### config.mk
export PLATFORM = sky130hd
export DESIGN_NAME = encoder_set_stopwatch_controller_core
export DESIGN_NICKNAME = d
export VERILOG_FILES = /design/src/sv/ess_pkg.sv /design/src/sv/ess_core.sv /design/src/sv/encoder_set_stopwatch_controller_core.sv
export SDC_FILE = /design/constraint.sdc
export NUM_CORES = 1
export LEC_CHECK = 0
export BUFFER_PORTS_ARGS = -buffer_cell sky130_fd_sc_hd__buf_2
export CAP_MARGIN = 20
export CORE_AREA = 2 2 234 236
export DETAILED_ROUTE_END_ITERATION = 7
export DIE_AREA = 0 0 236 238
export PLACE_DENSITY_LB_ADDON = 0.2
export SLEW_MARGIN = 0
export SYNTH_ARGS = -nofsm -noshare
export SYNTH_HDL_FRONTEND = slang
export SYNTH_HIERARCHICAL = 1
export SYNTH_SLANG_ARGS = --single-unit
export TNS_END_PERCENT = 50
### constraint.sdc
create_clock -name clock -period 6.5 [get_ports clock]
set_input_delay 0.325 -clock clock [delete_from_list [all_inputs] [get_ports clock]]
set_output_delay 0.325 -clock clock [all_outputs]
set_load 0.01 [all_outputs]
### src/sv/ess_pkg.sv
// Shared types, codes and constants of the encoder-set stopwatch controller.
`timescale 1ns / 1ps
`default_nettype none

package ess_pkg;

   // Event codes carried in the request tuser field
   localparam logic [1:0] OP_TICK    = 2'd0;
   localparam logic [1:0] OP_BUTTON  = 2'd1;
   localparam logic [1:0] OP_ENCODER = 2'd2;

   // Operating modes
   localparam logic [1:0] MODE_START     = 2'd0;
   localparam logic [1:0] MODE_CONFIGURE = 2'd1;
   localparam logic [1:0] MODE_COUNT     = 2'd2;

   // Register indexes on the CSR port
   localparam logic CSR_TICK_INTERVAL = 1'b0;
   localparam logic CSR_DEBOUNCE      = 1'b1;

   // Register reset values
   localparam logic [15:0] TICK_INTERVAL_RESET = 16'd1000;
   localparam logic [15:0] DEBOUNCE_RESET      = 16'd200;

   // Counter limits
   localparam logic [12:0] ELAPSED_MAX    = 13'd5999;
   localparam logic [8:0]  SETPOINT_MAX   = 9'd399;
   localparam logic [8:0]  SETPOINT_UNDER = 9'd396;

   // Quadrature history patterns {old b, old a, new b, new a}
   localparam logic [3:0] QUAD_UP_A   = 4'b1101;
   localparam logic [3:0] QUAD_UP_B   = 4'b0100;
   localparam logic [3:0] QUAD_UP_C   = 4'b0010;
   localparam logic [3:0] QUAD_UP_D   = 4'b1011;
   localparam logic [3:0] QUAD_DOWN_A = 4'b1110;
   localparam logic [3:0] QUAD_DOWN_B = 4'b0111;
   localparam logic [3:0] QUAD_DOWN_C = 4'b0001;
   localparam logic [3:0] QUAD_DOWN_D = 4'b1000;

   // One input event
   typedef struct packed {
      logic [1:0]  opcode;
      logic [31:0] now_ms;
      logic        pin_a;
      logic        pin_b;
   } event_type;

   // One result, fields in output order
   typedef struct packed {
      logic [1:0]  mode;
      logic        flash_on;
      logic [12:0] elapsed_seconds;
      logic [3:0]  minute_tens;
      logic [3:0]  minute_units;
      logic [2:0]  second_tens;
      logic [3:0]  second_units;
      logic [8:0]  setpoint_quarters;
      logic [3:0]  setpoint_tens;
      logic [3:0]  setpoint_units;
   } result_type;

   // Full controller state: visible fields plus timestamps and encoder history
   typedef struct packed {
      result_type  res;
      logic [31:0] last_tick_ms;
      logic [31:0] last_button_ms;
      logic [3:0]  quad_history;
   } state_type;

endpackage

`default_nettype wire

### src/sv/ess_core.sv
// State registers and combinational event update of the stopwatch controller.
`timescale 1ns / 1ps
`default_nettype none

module ess_core (
   input  wire logic               clock,
   input  wire logic               reset,
   input  wire logic               advance,
   input  wire ess_pkg::event_type ev,
   input  wire logic [15:0]        tick_interval,
   input  wire logic [15:0]        debounce,
   output ess_pkg::result_type     res_next
);

   ess_pkg::state_type state_ff;
   ess_pkg::state_type state_in;

   logic [31:0] tick_gap;
   logic [31:0] button_gap;
   logic        tick_due;
   logic        button_ok;
   logic [3:0]  quad_new;

   // Elapsed times since the last acted tick and the last button edge
   assign tick_gap   = ev.now_ms - state_ff.last_tick_ms;
   assign button_gap = ev.now_ms - state_ff.last_button_ms;
   assign tick_due   = tick_gap > {16'd0, tick_interval};
   assign button_ok  = button_gap > {16'd0, debounce};
   assign quad_new   = {state_ff.quad_history[1:0], ev.pin_b, ev.pin_a};

   // Next state; digits are kept as decimal counters alongside the binary values
   always_comb begin
      state_in = state_ff;
      unique case (ev.opcode)
         ess_pkg::OP_TICK: begin
            if (tick_due && state_ff.res.mode == ess_pkg::MODE_START) begin
               state_in.res.flash_on = ~state_ff.res.flash_on;
               state_in.last_tick_ms = ev.now_ms;
            end else if (tick_due && state_ff.res.mode == ess_pkg::MODE_COUNT) begin
               state_in.last_tick_ms = ev.now_ms;
               if (state_ff.res.elapsed_seconds != ess_pkg::ELAPSED_MAX) begin
                  state_in.res.elapsed_seconds = state_ff.res.elapsed_seconds + 13'd1;
                  if (state_ff.res.second_units != 4'd9) begin
                     state_in.res.second_units = state_ff.res.second_units + 4'd1;
                  end else begin
                     state_in.res.second_units = 4'd0;
                     if (state_ff.res.second_tens != 3'd5) begin
                        state_in.res.second_tens = state_ff.res.second_tens + 3'd1;
                     end else begin
                        state_in.res.second_tens = 3'd0;
                        if (state_ff.res.minute_units != 4'd9) begin
                           state_in.res.minute_units = state_ff.res.minute_units + 4'd1;
                        end else begin
                           state_in.res.minute_units = 4'd0;
                           state_in.res.minute_tens  = state_ff.res.minute_tens + 4'd1;
                        end
                     end
                  end
               end
            end
         end
         ess_pkg::OP_BUTTON: begin
            state_in.last_button_ms = ev.now_ms;
            if (button_ok) begin
               unique case (state_ff.res.mode)
                  ess_pkg::MODE_START:     state_in.res.mode = ess_pkg::MODE_CONFIGURE;
                  ess_pkg::MODE_CONFIGURE: state_in.res.mode = ess_pkg::MODE_COUNT;
                  ess_pkg::MODE_COUNT: begin
                     state_in.res.mode              = ess_pkg::MODE_START;
                     state_in.res.elapsed_seconds   = 13'd0;
                     state_in.res.minute_tens       = 4'd0;
                     state_in.res.minute_units      = 4'd0;
                     state_in.res.second_tens       = 3'd0;
                     state_in.res.second_units      = 4'd0;
                     state_in.res.setpoint_quarters = 9'd0;
                     state_in.res.setpoint_tens     = 4'd0;
                     state_in.res.setpoint_units    = 4'd0;
                  end
                  default: state_in.res.mode = state_ff.res.mode;
               endcase
            end
         end
         ess_pkg::OP_ENCODER: begin
            if (state_ff.res.mode == ess_pkg::MODE_CONFIGURE) begin
               state_in.quad_history = quad_new;
               case (quad_new) inside
                  ess_pkg::QUAD_UP_A, ess_pkg::QUAD_UP_B,
                  ess_pkg::QUAD_UP_C, ess_pkg::QUAD_UP_D: begin
                     // Step up; 100.00 wraps to zero
                     if (state_ff.res.setpoint_quarters == ess_pkg::SETPOINT_MAX) begin
                        state_in.res.setpoint_quarters = 9'd0;
                        state_in.res.setpoint_tens     = 4'd0;
                        state_in.res.setpoint_units    = 4'd0;
                     end else begin
                        state_in.res.setpoint_quarters =
                           state_ff.res.setpoint_quarters + 9'd1;
                        if (state_ff.res.setpoint_quarters[1:0] == 2'd3) begin
                           if (state_ff.res.setpoint_units != 4'd9) begin
                              state_in.res.setpoint_units =
                                 state_ff.res.setpoint_units + 4'd1;
                           end else begin
                              state_in.res.setpoint_units = 4'd0;
                              state_in.res.setpoint_tens  =
                                 state_ff.res.setpoint_tens + 4'd1;
                           end
                        end
                     end
                  end
                  ess_pkg::QUAD_DOWN_A, ess_pkg::QUAD_DOWN_B,
                  ess_pkg::QUAD_DOWN_C, ess_pkg::QUAD_DOWN_D: begin
                     // Step down; below zero becomes 99.00
                     if (state_ff.res.setpoint_quarters == 9'd0) begin
                        state_in.res.setpoint_quarters = ess_pkg::SETPOINT_UNDER;
                        state_in.res.setpoint_tens     = 4'd9;
                        state_in.res.setpoint_units    = 4'd9;
                     end else begin
                        state_in.res.setpoint_quarters =
                           state_ff.res.setpoint_quarters - 9'd1;
                        if (state_ff.res.setpoint_quarters[1:0] == 2'd0) begin
                           if (state_ff.res.setpoint_units != 4'd0) begin
                              state_in.res.setpoint_units =
                                 state_ff.res.setpoint_units - 4'd1;
                           end else begin
                              state_in.res.setpoint_units = 4'd9;
                              state_in.res.setpoint_tens  =
                                 state_ff.res.setpoint_tens - 4'd1;
                           end
                        end
                     end
                  end
                  default: state_in.quad_history = quad_new;
               endcase
            end
         end
         default: state_in = state_ff;
      endcase
   end

   // State register, updated once per processed request
   always_ff @(posedge clock) begin
      if (reset) begin
         state_ff <= '0;
      end else if (advance) begin
         state_ff <= state_in;
      end
   end

   assign res_next = state_in.res;

endmodule

`default_nettype wire

### src/sv/encoder_set_stopwatch_controller_core.sv
// Top level: request register, configuration registers and result register.
`timescale 1ns / 1ps
`default_nettype none

// Stopwatch controller with start, configure and count modes. Each request is
// one event (time tick, button rising edge or encoder pin change) and yields
// exactly one response carrying the mode, flash phase, elapsed seconds with
// mm:ss digits, and the setpoint in quarters with its two integer digits.
// Throughput is one request per clock while the response side keeps up; a
// request is captured in the input register, its state update is made as it
// moves from that register into the result register, and the response is
// presented from the result register. A stalled response holds the
// request register, then the input. The timing path is the 32-bit
// timestamp subtract and compare in the update.
// CSR writes should be made only while no request is in flight.
module encoder_set_stopwatch_controller_core (
   input  wire logic        clock,
   input  wire logic        reset,
   // Request channel
   input  wire logic        req_tvalid,
   output logic             req_tready,
   input  wire logic [39:0] req_tdata,   // now_ms[31:0], pin_a[32], pin_b[33], zero pad
   input  wire logic [1:0]  req_tuser,   // opcode[1:0]
   // Response channel
   output logic             rsp_tvalid,
   input  wire logic        rsp_tready,
   output logic [47:0]      rsp_tdata,   // mode[1:0], flash_on[2], elapsed_seconds[15:3],
                                         // minute_tens[19:16], minute_units[23:20],
                                         // second_tens[26:24], second_units[30:27],
                                         // setpoint_quarters[39:31], setpoint_tens[43:40],
                                         // setpoint_units[47:44]
   // CSR write port
   input  wire logic        csr_we,
   input  wire logic        csr_index,
   input  wire logic [15:0] csr_wdata
);

   logic                in_valid_ff;
   ess_pkg::event_type  ev_ff;
   logic                rsp_valid_ff;
   ess_pkg::result_type res_ff;
   ess_pkg::result_type res_next;
   logic [15:0]         tick_interval_ff;
   logic [15:0]         debounce_ff;
   logic                advance;

   // Move the held request into the result register when that slot is free
   assign advance    = in_valid_ff && (!rsp_valid_ff || rsp_tready);
   assign req_tready = !in_valid_ff || advance;

   // Request register
   always_ff @(posedge clock) begin
      if (reset) begin
         in_valid_ff <= 1'b0;
      end else if (req_tready) begin
         in_valid_ff <= req_tvalid;
      end
   end

   always_ff @(posedge clock) begin
      if (req_tready && req_tvalid) begin
         ev_ff.opcode <= req_tuser;
         ev_ff.now_ms <= req_tdata[31:0];
         ev_ff.pin_a  <= req_tdata[32];
         ev_ff.pin_b  <= req_tdata[33];
      end
   end

   // CSR registers
   always_ff @(posedge clock) begin
      if (reset) begin
         tick_interval_ff <= ess_pkg::TICK_INTERVAL_RESET;
         debounce_ff      <= ess_pkg::DEBOUNCE_RESET;
      end else if (csr_we) begin
         unique case (csr_index)
            ess_pkg::CSR_TICK_INTERVAL: tick_interval_ff <= csr_wdata;
            ess_pkg::CSR_DEBOUNCE:      debounce_ff      <= csr_wdata;
         endcase
      end
   end

   ess_core u_core (
      .clock         (clock),
      .reset         (reset),
      .advance       (advance),
      .ev            (ev_ff),
      .tick_interval (tick_interval_ff),
      .debounce      (debounce_ff),
      .res_next      (res_next)
   );

   // Result register
   always_ff @(posedge clock) begin
      if (reset) begin
         rsp_valid_ff <= 1'b0;
      end else if (advance) begin
         rsp_valid_ff <= 1'b1;
      end else if (rsp_tready) begin
         rsp_valid_ff <= 1'b0;
      end
   end

   always_ff @(posedge clock) begin
      if (advance) begin
         res_ff <= res_next;
      end
   end

   assign rsp_tvalid = rsp_valid_ff;
   assign rsp_tdata  = {res_ff.setpoint_units, res_ff.setpoint_tens,
                        res_ff.setpoint_quarters, res_ff.second_units,
                        res_ff.second_tens, res_ff.minute_units, res_ff.minute_tens,
                        res_ff.elapsed_seconds, res_ff.flash_on, res_ff.mode};

endmodule

`default_nettype wire
# == Word-level counts from Yosys, hierarchy flattened ==
# Cells that the tools add are included.
# W data, S select, Z words.
# totals
regBits,232
word_cells,122
# classes
addsub,13
magnitude_cmp,2
n_eq_ne,19
mux,33
bitwise,2
reduce_logical,22
# ops
operator,count
$mux W45,2
$mux W17,5
$mux W28,3
$gt A32 B16 Y1,2
$mux W32,2
$sub A32 B32 Y32,2
$pmux W28 S2,1
$pmux W17 S2,1
$mux W4,7
$mux W8,3
$add A4 B1 Y4 const B,5
$eq A4 B4 Y1 const B,4
$add A13 B1 Y13 const B,1
$ne A13 B13 Y1 const B,1
$ne A4 B4 Y1 const B,3
$mux W11,1
$add A9 B1 Y9 const B,1
$eq A9 B9 Y1 const B,1
$logic_not A9 Y1,1
$sub A9 B1 Y9 const B,1
$eq A4 B3 Y1 const B,2
$reduce_or A4 Y1,2
$sub A4 B1 Y4 const B,2
$eq A2 B2 Y1 const B,3
other kinds (18),35

# == Logic depth before layout (Yosys ltp) ==
# Gate-level depths: netlist (run 1).
# logic_depth
depth_word,8
ltp_mapped,24
mapped_depth_nobuf,22

# == Modules after synthesis ==
# Netlist (run 1), hierarchy kept.
# modules_own_cells
mod,n_inst,cells_each,area_each_um2,seq_area_each_um2
ess_core,1,1683,12020.3,2282.2
encoder_set_stopwatch_controller_core,1,221,3932.5,3203.1

# == Worst setup path after synthesis (run 1) ==
# OpenSTA, ideal clock, no wires.
# synth_timing
kind,flip-flop to flip-flop
start,register ev_ff[2] (netlist bit)
end,"register res_ff (netlist bit rsp_tdata[3]), data pin"
setup_ns,0.260
t_arrival_ns,4.411
required_time_ns,6.240
slack_ns,1.830
path_stages_with_launch,23
path_buffers,0
synth_period_minus_slack_ns,4.670
cell_sequence,edfxtp_1 inv_1 ha_1 inv_1 fa_1 a211oi_1 o211a_1 o31ai_1 a21o_1 a21oi_1 xnor2_1 ha_1 nand4_1 or3_1 o32a_1 a31oi_1 a2111oi_0 nand4_1 and4bb_1 a21oi_4 a21oi_4 or2_1 mux2_2
# synth_rtl
element,line,text
"start, declared",encoder_set_stopwatch_controller_core.sv:39,ess_pkg::event_type ev_ff;
"end signal, assigned",encoder_set_stopwatch_controller_core.sv:105,res_ff <= res_next;
"end, declared",encoder_set_stopwatch_controller_core.sv:41,ess_pkg::result_type res_ff;

==> metrics.txt, run 1 <==
number of top-level pins=114; required arrival time at the worst endpoint=6.82 ns; final sum of negative setup slack=0 ns; number of diodes added for antenna fixing=0; clock latency on the worst-skew pair=0.57 ns; Final Setup Violations=0; RSZ-0062 raised after global routing=false; leakage power of the design=7.183 nW; DR vias=14252; maximum clock rate=166.9 MHz; Sink Count=232; count of routing violations after the opening detailed-route iteration=906; Final Routed Wirelength=46730 um; HPWL reported at the end of detailed placement=35020 um; Tcrit/Tclk final=0.9218; Max Clock Skew=0.01181 ns; ordered cell list for the critical path=ha_1 -> o211ai_1 -> a21oi_1 -> o211ai_1 -> and2_1 -> o21ai_0 -> xor2_1 -> ha_1 -> nand4_1 -> nor4_1 -> a21boi_0 -> or4_1 -> a21oi_1 -> o2111ai_1 -> nor4_2 -> nand4b_4 -> buf_4 -> buf_4 -> nand3_1 -> nor3_1 -> a21o_1; buffer type at the clock tree root=clkbuf_16; die outline width=236 um; level count of the clock H-tree=1; clock buffers created by TritonCTS=30; global-route track usage on met1=0.2132; Area after DPL=17020 um^2; synthesized cell area=15950 um^2; dominant delay contributor by cell family on the critical path=simple AND/OR/NAND/NOR gates; antenna violations before repair=0; final RePlAce weighted congestion=0.8860; pin count of the biggest net entering global routing=77; total congestion overflow after global routing=0; run status=complete, no violations; slew margin rel.=0.2861; post-synth top area cell=dfxtp_1; maximum root-to-sink buffer count=3; met2 track demand over resource in global routing=0.2818; wire length of the first global-routing pass=75050 um; Worst Max-Slew Pin Slew=1.062 ns; number of vias per cell=5.240; number of distinct library cells after synthesis=96; number of rows in the core area=85; CP Buf/Inv Count=2; clock tree from TritonCTS=built; global routing met3 resource utilization=0.02071; max-slew violation count=0; GRT Overall Usage=0.1633; area of the placeable core=53500 um^2; EDFF count, synth=84; clock transition at the registers of the reported paths=0.06 ns; drt pass-1 iters=5; Critical Path Fanout Max=19; Most Used Layer, Global Route=met2; total number of yosys warnings=6; clock period minus final worst setup slack=5.991 ns; share of the core filled with cells=0.3450; fill cell total of the finished layout=5581; Slowest-stage cell, CP=or4_1; growth of design area from synthesis to finish=15.70%; vias in the first global route=13819; buffers added on ports=107; post-synthesis net count=2085; data arrival time at the worst-slack endpoint=6.31 ns; share of the yosys chip area belonging to registers=0.3438; kind of end point of the critical path=register; Post-synth top cells=nand2_1 (213), a21oi_1 (174), nor2_1 (156); sequential cell area in the final layout=5485 um^2; final non-filler cell area=18460 um^2; initial cell density of the core=0.2982; startpoint class of the critical path=register; per-cell routed wire length=17.18 um; synthesized instance count=1904; ratio of total power to cell area=218.6 nW/um^2; full die area=56170 um^2; number of flip-flops and latches in the synthesized netlist=232; share of post-route cells with drive strength above 1=0.1062; Crit path largest cell delay=0.52 ns; count of maximum capacitance violations=0; share of flip-flops with an asynchronous set or reset after synthesis=0; Residual DRC=0; average cell area after synthesis=8.379 um^2; Die H=238 um; post-detailed-route count of antenna-violating nets=0; # nets final=2181; Post-synth top flop=dfxtp_1; most frequently used cell type in the post-synthesis netlist=nand2_1; Setup Crit Path Kind=register to register; portion of synthesized cell area occupied by the leading cell type=0.1857; final hold violations=0; Hold Path Class=input pin to register; area of the multi-input gates=9488 um^2; Area contributors post-synth=dfxtp_1 (19%), edfxtp_1 (16%), ha_1 (9.0%); post-cts gate resize count=0; worst-case vdd ir drop=0.0001946 V
repair_timing:
item | 4_1_cts | 5_1_grt
setup buffers | 0 | 0
hold buffers | 37 | 0
hold endpoints to repair | 37 | 0
metrics by stage:
stage	cells	power [mW]	worst slack, ns	hold WS (ns)
2_1_floorplan	1904	2.100	1.830	0.4239
3_3_place_gp	2626	2.301	0.5807	0.4423
6_report	2720	4.035	0.5085	0.05380
5_1_grt	2720	4.246	0.1109	0.02153
3_5_place_dp	2626	2.307	0.5409	0.4467
4_1_cts	2719	4.097	0.5038	0.007748
cells by family after synthesis:
family,Yosys count,synth area share
xor+xnor,49,0.02690
flops,232,0.3438
buf+inv,233,0.06220
fa+ha+maj,117,0.09271
simple gates,653,0.1992
mux,81,0.05098
compound gates,539,0.2242
worst min-delay path: cells and delay by family:
family / cells / cell delay [ns]
buf+inv: 1 / 0.12
compound gates: 1 / 0.06
simple gates: 1 / 0.07
worst paths after layout:
check / start / to / slack [ns] / cells after the start
worst max-delay path: ev_ff[6] / rsp_tdata[16] / 0.51 / 21
worst min-delay path: csr_wdata[5] / debounce_ff[5] / 0.05 / 3
worst max register to register: ev_ff[6] / rsp_tdata[16] / 0.51 / 21
worst min register to register: u_core/state_ff[25] / u_core/state_ff[25] / 0.45 / 2
layer usage:
metal	share of wire	vias up	wire (um)
met2	0.47	300	22160
met5	0	-	0
met4	0.029	0	1355
li1	-	7104	-
met1	0.46	6772	21290
met3	0.041	76	1922
flip-flops by register name, summed over array words and instances, names as in the netlist:
name              count
in_valid_ff           1
u_core/quad_new       2
ev_ff                36
tick_interval_ff     16
rsp_tvalid            1
u_core/state_ff     112
rsp_tdata            48
debounce_ff          16
where the power goes:
| group | internal [mW] | leakage [nW] | switching [mW] |
|---|---|---|---|
| combinational | 0.267 | 4.68 | 0.439 |
| sequential | 1.56 | 2.00 | 0.0359 |
| clock | 1.08 | 0.506 | 0.657 |
layout by cell type (no fill, tap or decap), drive strengths merged, types with 36 or more instances in the layout:
cell type	count
mux2i	79
nor2	157
dfxtp	148
ha	115
edfxtp	84
nand2	217
buf	122
nand2b	44
nand4	47
dlygate4sd3	37
clkbuf	38
o21ai	100
inv	139
nand3	40
nor3	36
a21oi	178
final cells by class:
cell class / instances / area share
Tap cell: 696 / 0.04718
Inverter: 138 / 0.02806
Sequential cell: 232 / 0.2972
Multi-Input combinational cell: 1439 / 0.5140
Clock inverter: 18 / 0.01247
Timing Repair Buffer: 159 / 0.05708
Clock buffer: 38 / 0.04399
Note: power is estimated with default switching activity, not from simulation.
==> run 2, diff against run 1 <==
--- a/config.mk
+++ b/config.mk
@@ -8,6 +8,7 @@
 export BUFFER_PORTS_ARGS = -buffer_cell sky130_fd_sc_hd__buf_2
 export CAP_MARGIN = 20
 export CORE_AREA = 2 2 234 236
+export CTS_BUF_LIST = sky130_fd_sc_hd__clkbuf_16
 export DETAILED_ROUTE_END_ITERATION = 7
 export DIE_AREA = 0 0 236 238
 export PLACE_DENSITY_LB_ADDON = 0.2
==> run 2 against run 1 <==
  * Final area about the same
  * Total power down 0.49%
  * Combinational power barely moved
  * Largest cell class unchanged
  * Via count about the same
  * Global-route usage stayed put
==> metrics.txt, run 2 (synthesized netlist as in run 1, its figures left out) <==
level count of the clock H-tree=1; count of routing violations after the opening detailed-route iteration=880; final sum of negative setup slack=0 ns; area of the multi-input gates=9488 um^2; share of the core filled with cells=0.3448; most common cell after layout, fill and taps aside=nand2_1; register bank with the most flops=u_core/state_ff; count of maximum capacitance violations=0; buffer type at the clock tree root=clkbuf_16; max-slew violation count=0; final hold violations=0; max FFs per register=112; HPWL reported at the end of detailed placement=35020 um; Final Routed Wirelength=46770 um; wire length of the first global-routing pass=75050 um; sequential cell area in the final layout=5485 um^2; Area after DPL=17020 um^2; maximum root-to-sink buffer count=3; startpoint class of the critical path=register; Hold Path Class=input pin to register; data arrival time at the worst-slack endpoint=6.30 ns; Tcrit/Tclk final=0.9198; Final Setup Violations=0; required arrival time at the worst endpoint=6.82 ns; clock tree from TritonCTS=built; post-detailed-route count of antenna-violating nets=0; buffers added on ports=107; Max Clock Skew=0.01398 ns; final non-filler cell area=18450 um^2; worst-case vdd ir drop=0.0001926 V; number of top-level pins=114; post-cts gate resize count=0; DR vias=14244; Sink Count=232; clock period minus final worst setup slack=5.978 ns; top library cells by usage in the layout, fill and taps aside=nand2_1 (213), a21oi_1 (174), nor2_1 (155), dfxtp_1 (148), inv_1 (144); ratio of total power to cell area=217.6 nW/um^2; final RePlAce weighted congestion=0.8860; area of the placeable core=53500 um^2; kind of end point of the critical path=register; number of cells in the finished layout apart from fillers=2720; slew margin rel.=0.2820; number of rows in the core area=85; Worst Max-Slew Pin Slew=1.068 ns; antenna violations before repair=0; Setup Crit Path Kind=register to register; clock latency on the worst-skew pair=0.57 ns; clock buffers created by TritonCTS=30; RSZ-0062 raised after global routing=false; # nets final=2181; drt pass-1 iters=5; fill cell total of the finished layout=5582; Residual DRC=0; number of buffers added for setup after CTS=0; number of diodes added for antenna fixing=0; run status=complete, no violations; pin count of the biggest net entering global routing=77; growth of design area from synthesis to finish=15.64%; die outline width=236 um; clock transition at the registers of the reported paths=0.06 ns; total congestion overflow after global routing=0; Post-CTS Hold Fix Bufs=37; Critical Path Fanout Max=19; share of post-route cells with drive strength above 1=0.1057; maximum clock rate=167.3 MHz; GRT Overall Usage=0.1633; number of vias per cell=5.237; initial cell density of the core=0.2982; Die H=238 um; per-cell routed wire length=17.19 um; vias in the first global route=13819; number of placed instances with taps included=2626; full die area=56170 um^2; leakage power of the design=7.202 nW
[run 2: changes by cell type in the layout (fill, tap and decap cells not counted), sizes merged]
cell and change:
inv +6, clkinv +1, clkbuf -7
[run 2: through the flow]
step	hold slack, ns	total power, mW	setup slack, ns
floorplan	0.4239	2.100	1.830
global placement	0.4423	2.301	0.5807
detailed placement	0.4467	2.307	0.5409
CTS	0.007748	4.076	0.5039
global route	0.02153	4.224	0.1106
finish	0.05533	4.015	0.5216
[run 2: area by class of cell]
class,count,area share
Multi-Input combinational cell,1439,0.5143
Sequential cell,232,0.2973
Timing Repair Buffer,159,0.05711
Tap cell,696,0.04721
Clock buffer,31,0.04205
Inverter,138,0.02808
Clock inverter,25,0.01390
[run 2: layer usage]
| metal | wire length [um] | track usage | vias up |
|---|---|---|---|
| met4 | 1383 | 0.04787 | 0 |
| met5 | 0 | 0 | - |
| met2 | 22240 | 0.2818 | 287 |
| met1 | 21330 | 0.2132 | 6778 |
| li1 | - | - | 7101 |
| met3 | 1814 | 0.02071 | 78 |
[run 2: final timing paths]
kind / from / end / slack, ns / cells after the start
worst min-delay path: csr_wdata[5] / debounce_ff[5] / 0.06 / 3
worst max-delay path: ev_ff[6] / rsp_tdata[16] / 0.52 / 21
worst max register to register: ev_ff[6] / rsp_tdata[16] / 0.52 / 21
worst min register to register: u_core/state_ff[25] / u_core/state_ff[25] / 0.45 / 2
[run 2: report_power, final]
part	leakage, nW	switching [mW]	internal, mW
clock network	0.525	0.659	1.06
logic	4.68	0.439	0.267
registers	2.00	0.0357	1.56
[run 2: worst max-delay path: stages, from the launching register on]
cell       delay [ns]
edfxtp_1         0.46
ha_1             0.43
o211ai_1         0.12
a21oi_1          0.31
o211ai_1         0.25
and2_1           0.24
o21ai_0          0.19
xor2_1           0.25
ha_1             0.29
nand4_1          0.14
nor4_1           0.09
a21boi_0         0.13
or4_1            0.52
a21oi_1          0.31
o2111ai_1        0.21
nor4_2           0.44
nand4b_4         0.33
buf_4            0.28
buf_4            0.20
nand3_1          0.27
nor3_1           0.08
a21o_1           0.16
==> run 3, diff against run 2 <==
--- a/config.mk
+++ b/config.mk
@@ -7,11 +7,12 @@
 export LEC_CHECK = 0
 export BUFFER_PORTS_ARGS = -buffer_cell sky130_fd_sc_hd__buf_2
 export CAP_MARGIN = 20
-export CORE_AREA = 2 2 234 236
+export CORE_AREA = 3 3 235 237
 export CTS_BUF_LIST = sky130_fd_sc_hd__clkbuf_16
 export DETAILED_ROUTE_END_ITERATION = 7
-export DIE_AREA = 0 0 236 238
+export DIE_AREA = 0 0 238 240
 export PLACE_DENSITY_LB_ADDON = 0.2
+export RECOVER_POWER = 50
 export SLEW_MARGIN = 0
 export SYNTH_ARGS = -nofsm -noshare
 export SYNTH_HDL_FRONTEND = slang
==> run 3 against run 2 <==
  * The flow now finishes with violations (max-capacitance violations, max-slew violations)
  * Combinational power decreased by 2%
  * Worst hold slack improved by 0.0025 ns
  * Total power decreased by 3.2%
  * Critical path depth unchanged
  * Via count increased by 0.31%
  * Critical path type unchanged
  * Largest power group unchanged
==> metrics.txt, run 3 (synthesized netlist as in run 1, its figures left out) <==
slew margin rel.=-1.542; buffer type at the clock tree root=clkbuf_16; origin of the worst setup path=ev_ff[2]; required arrival time at the worst endpoint=6.80 ns; initial cell density of the core=0.2982; data arrival time at the worst-slack endpoint=6.12 ns; level count of the clock H-tree=1; pin count of the biggest net entering global routing=91; clock transition at the registers of the reported paths=0.06 ns; drt pass-1 iters=5; ratio of total power to cell area=213.4 nW/um^2; per-cell routed wire length=17.19 um; Max Clock Skew=0.03943 ns; Sink Count=232; count of maximum capacitance violations=4; vias in the first global route=13589; count of routing violations after the opening detailed-route iteration=788; final sum of negative setup slack=0 ns; run status=complete, but fails checks; beginning of the worst hold path=rsp_tready; pre-CTS setup slack=0.7048 ns; CP Buf/Inv Count=2; Final Setup Violations=0; Critical Path Fanout Max=26; setup ws final=0.6827 ns; Crit path largest cell delay=0.68 ns; maximum clock rate=171.9 MHz; HPWL reported at the end of detailed placement=34390 um; clock latency on the worst-skew pair=0.58 ns; final RePlAce weighted congestion=0.8727; share of post-route cells with drive strength above 1=0.07079; total congestion overflow after global routing=0; final hold violations=0; number of top-level pins=114; growth of design area from synthesis to finish=14.21%; number of vias per cell=5.261; Residual DRC=0; most common cell after layout, fill and taps aside=nand2_1; buffers added on ports=107; Tcrit/Tclk final=0.8950; leakage power of the design=6.967 nW; max FFs per register=112; clock period minus final worst setup slack=5.817 ns; dominant delay contributor by cell family on the critical path=compound AO/OA/AOI/OAI gates; top library cells by usage in the layout, fill and taps aside=nand2_1 (213), a21oi_1 (174), nor2_1 (155), dfxtp_1 (148), inv_1 (144); startpoint class of the critical path=register; die outline width=238 um; number of diodes added for antenna fixing=0; violated checks=max-capacitance violations, max-slew violations; FF-to-FF Start=ev_ff[2]; post-detailed-route count of antenna-violating nets=0; GRT Overall Usage=0.1580; Final Routed Wirelength=46700 um; Hold Path Class=input pin to register; maximum root-to-sink buffer count=3; full die area=57120 um^2; wire length of the first global-routing pass=73860 um; number of buffers added for setup after CTS=0; # nets final=2178; clock tree from TritonCTS=built; Slowest-stage cell, CP=a21oi_4; RSZ-0062 raised after global routing=false; ordered cell list for the critical path=inv_1 -> ha_1 -> inv_1 -> fa_1 -> a211oi_1 -> o211a_1 -> o31ai_1 -> a21o_1 -> a21oi_1 -> xnor2_1 -> ha_1 -> nand4_1 -> nor4_1 -> a31oi_1 -> a2111oi_0 -> nand4_1 -> and4bb_1 -> a21oi_4 -> a21oi_4 -> o21ai_1 -> o41ai_1; Worst Max-Slew Pin Slew=3.813 ns; max-slew violation count=216; number of rows in the core area=85; Setup Crit Path Kind=register to register; worst-case vdd ir drop=0.0001805 V; register bank with the most flops=u_core/state_ff; kind of end point of the critical path=register; antenna violations before repair=0; clock buffers created by TritonCTS=29; Die H=240 um; area of the placeable core=53500 um^2; DR vias=14288
==> run 3: cell types whose count changed in the layout (fill, tap and decap cells not counted), moves of 3 or more <==
cell	delta
buf_2	-60
clkinv_1	+3
buf_4	-5
clkbuf_1	+62
==> run 3: layout make-up <==
type,instances,area (um^2)
flip-flops and latches,232,5485
multi-input cells,1439,9484
clock inverters,24,192.7
repair buffers,157,918.4
clock buffers,30,750.7
inverters,138,518.0
fillers,5608,35280
well taps,696,870.8
==> run 3: what timing repair did <==
action | 4_1_cts | 5_1_grt
hold buffers | 37 | 0
hold endpoints to repair | 37 | 0
gates resized for setup | 0 | 0
==> run 3: routing by layer <==
metal  GRT usage  wire, um  share of wire  vias to the layer above
met5           0         0              0                        -
met1      0.2109     21370           0.46                     6819
met2      0.2754     22480           0.48                      304
li1            -         -              -                     7111
met4     0.03353       925          0.020                        0
met3     0.01916      1929          0.041                       54
==> run 3: final timing paths <==
check	endpoint	slack, ns	cells past startpoint
setup / recovery	rsp_tdata[26]	0.68	21
hold / removal	rsp_tvalid	0.06	3
setup reg to reg	rsp_tdata[26]	0.68	21
hold reg to reg	u_core/state_ff[12]	0.45	2
==> run 3: worst register-to-register path: cells and delay by family, from the launching register on <==
kind                       cells  cell delay [ns]
buffers and inverters          2             0.21
and+or+nand+nor                4             1.01
DFF                            1             0.45
xor gates and xnor gates       1             0.10
AOI/OAI and AO/OA             11             2.89
adders and majority gates      3             0.90
==> run 3: metrics by stage <==
stage	area [um^2]	power [mW]	utilization	hold WS (ns)	instances
2_1_floorplan	15950	2.100	-	0.4239	1904
3_3_place_gp	16980	2.297	0.3175	0.4419	2623
3_5_place_dp	16980	2.302	0.3175	0.4477	2623
4_1_cts	18300	3.955	0.3420	0.01343	2714
5_1_grt	18220	4.102	0.3406	0.03787	2716
6_report	18220	3.888	0.3406	0.05779	2716
==> run 3: power breakdown <==
part	leakage [nW]	total, mW	internal [mW]	switching [mW]
sequential	2.00	1.59	1.56	0.0367
clock	0.489	1.60	0.952	0.650
combinational	4.48	0.693	0.260	0.433
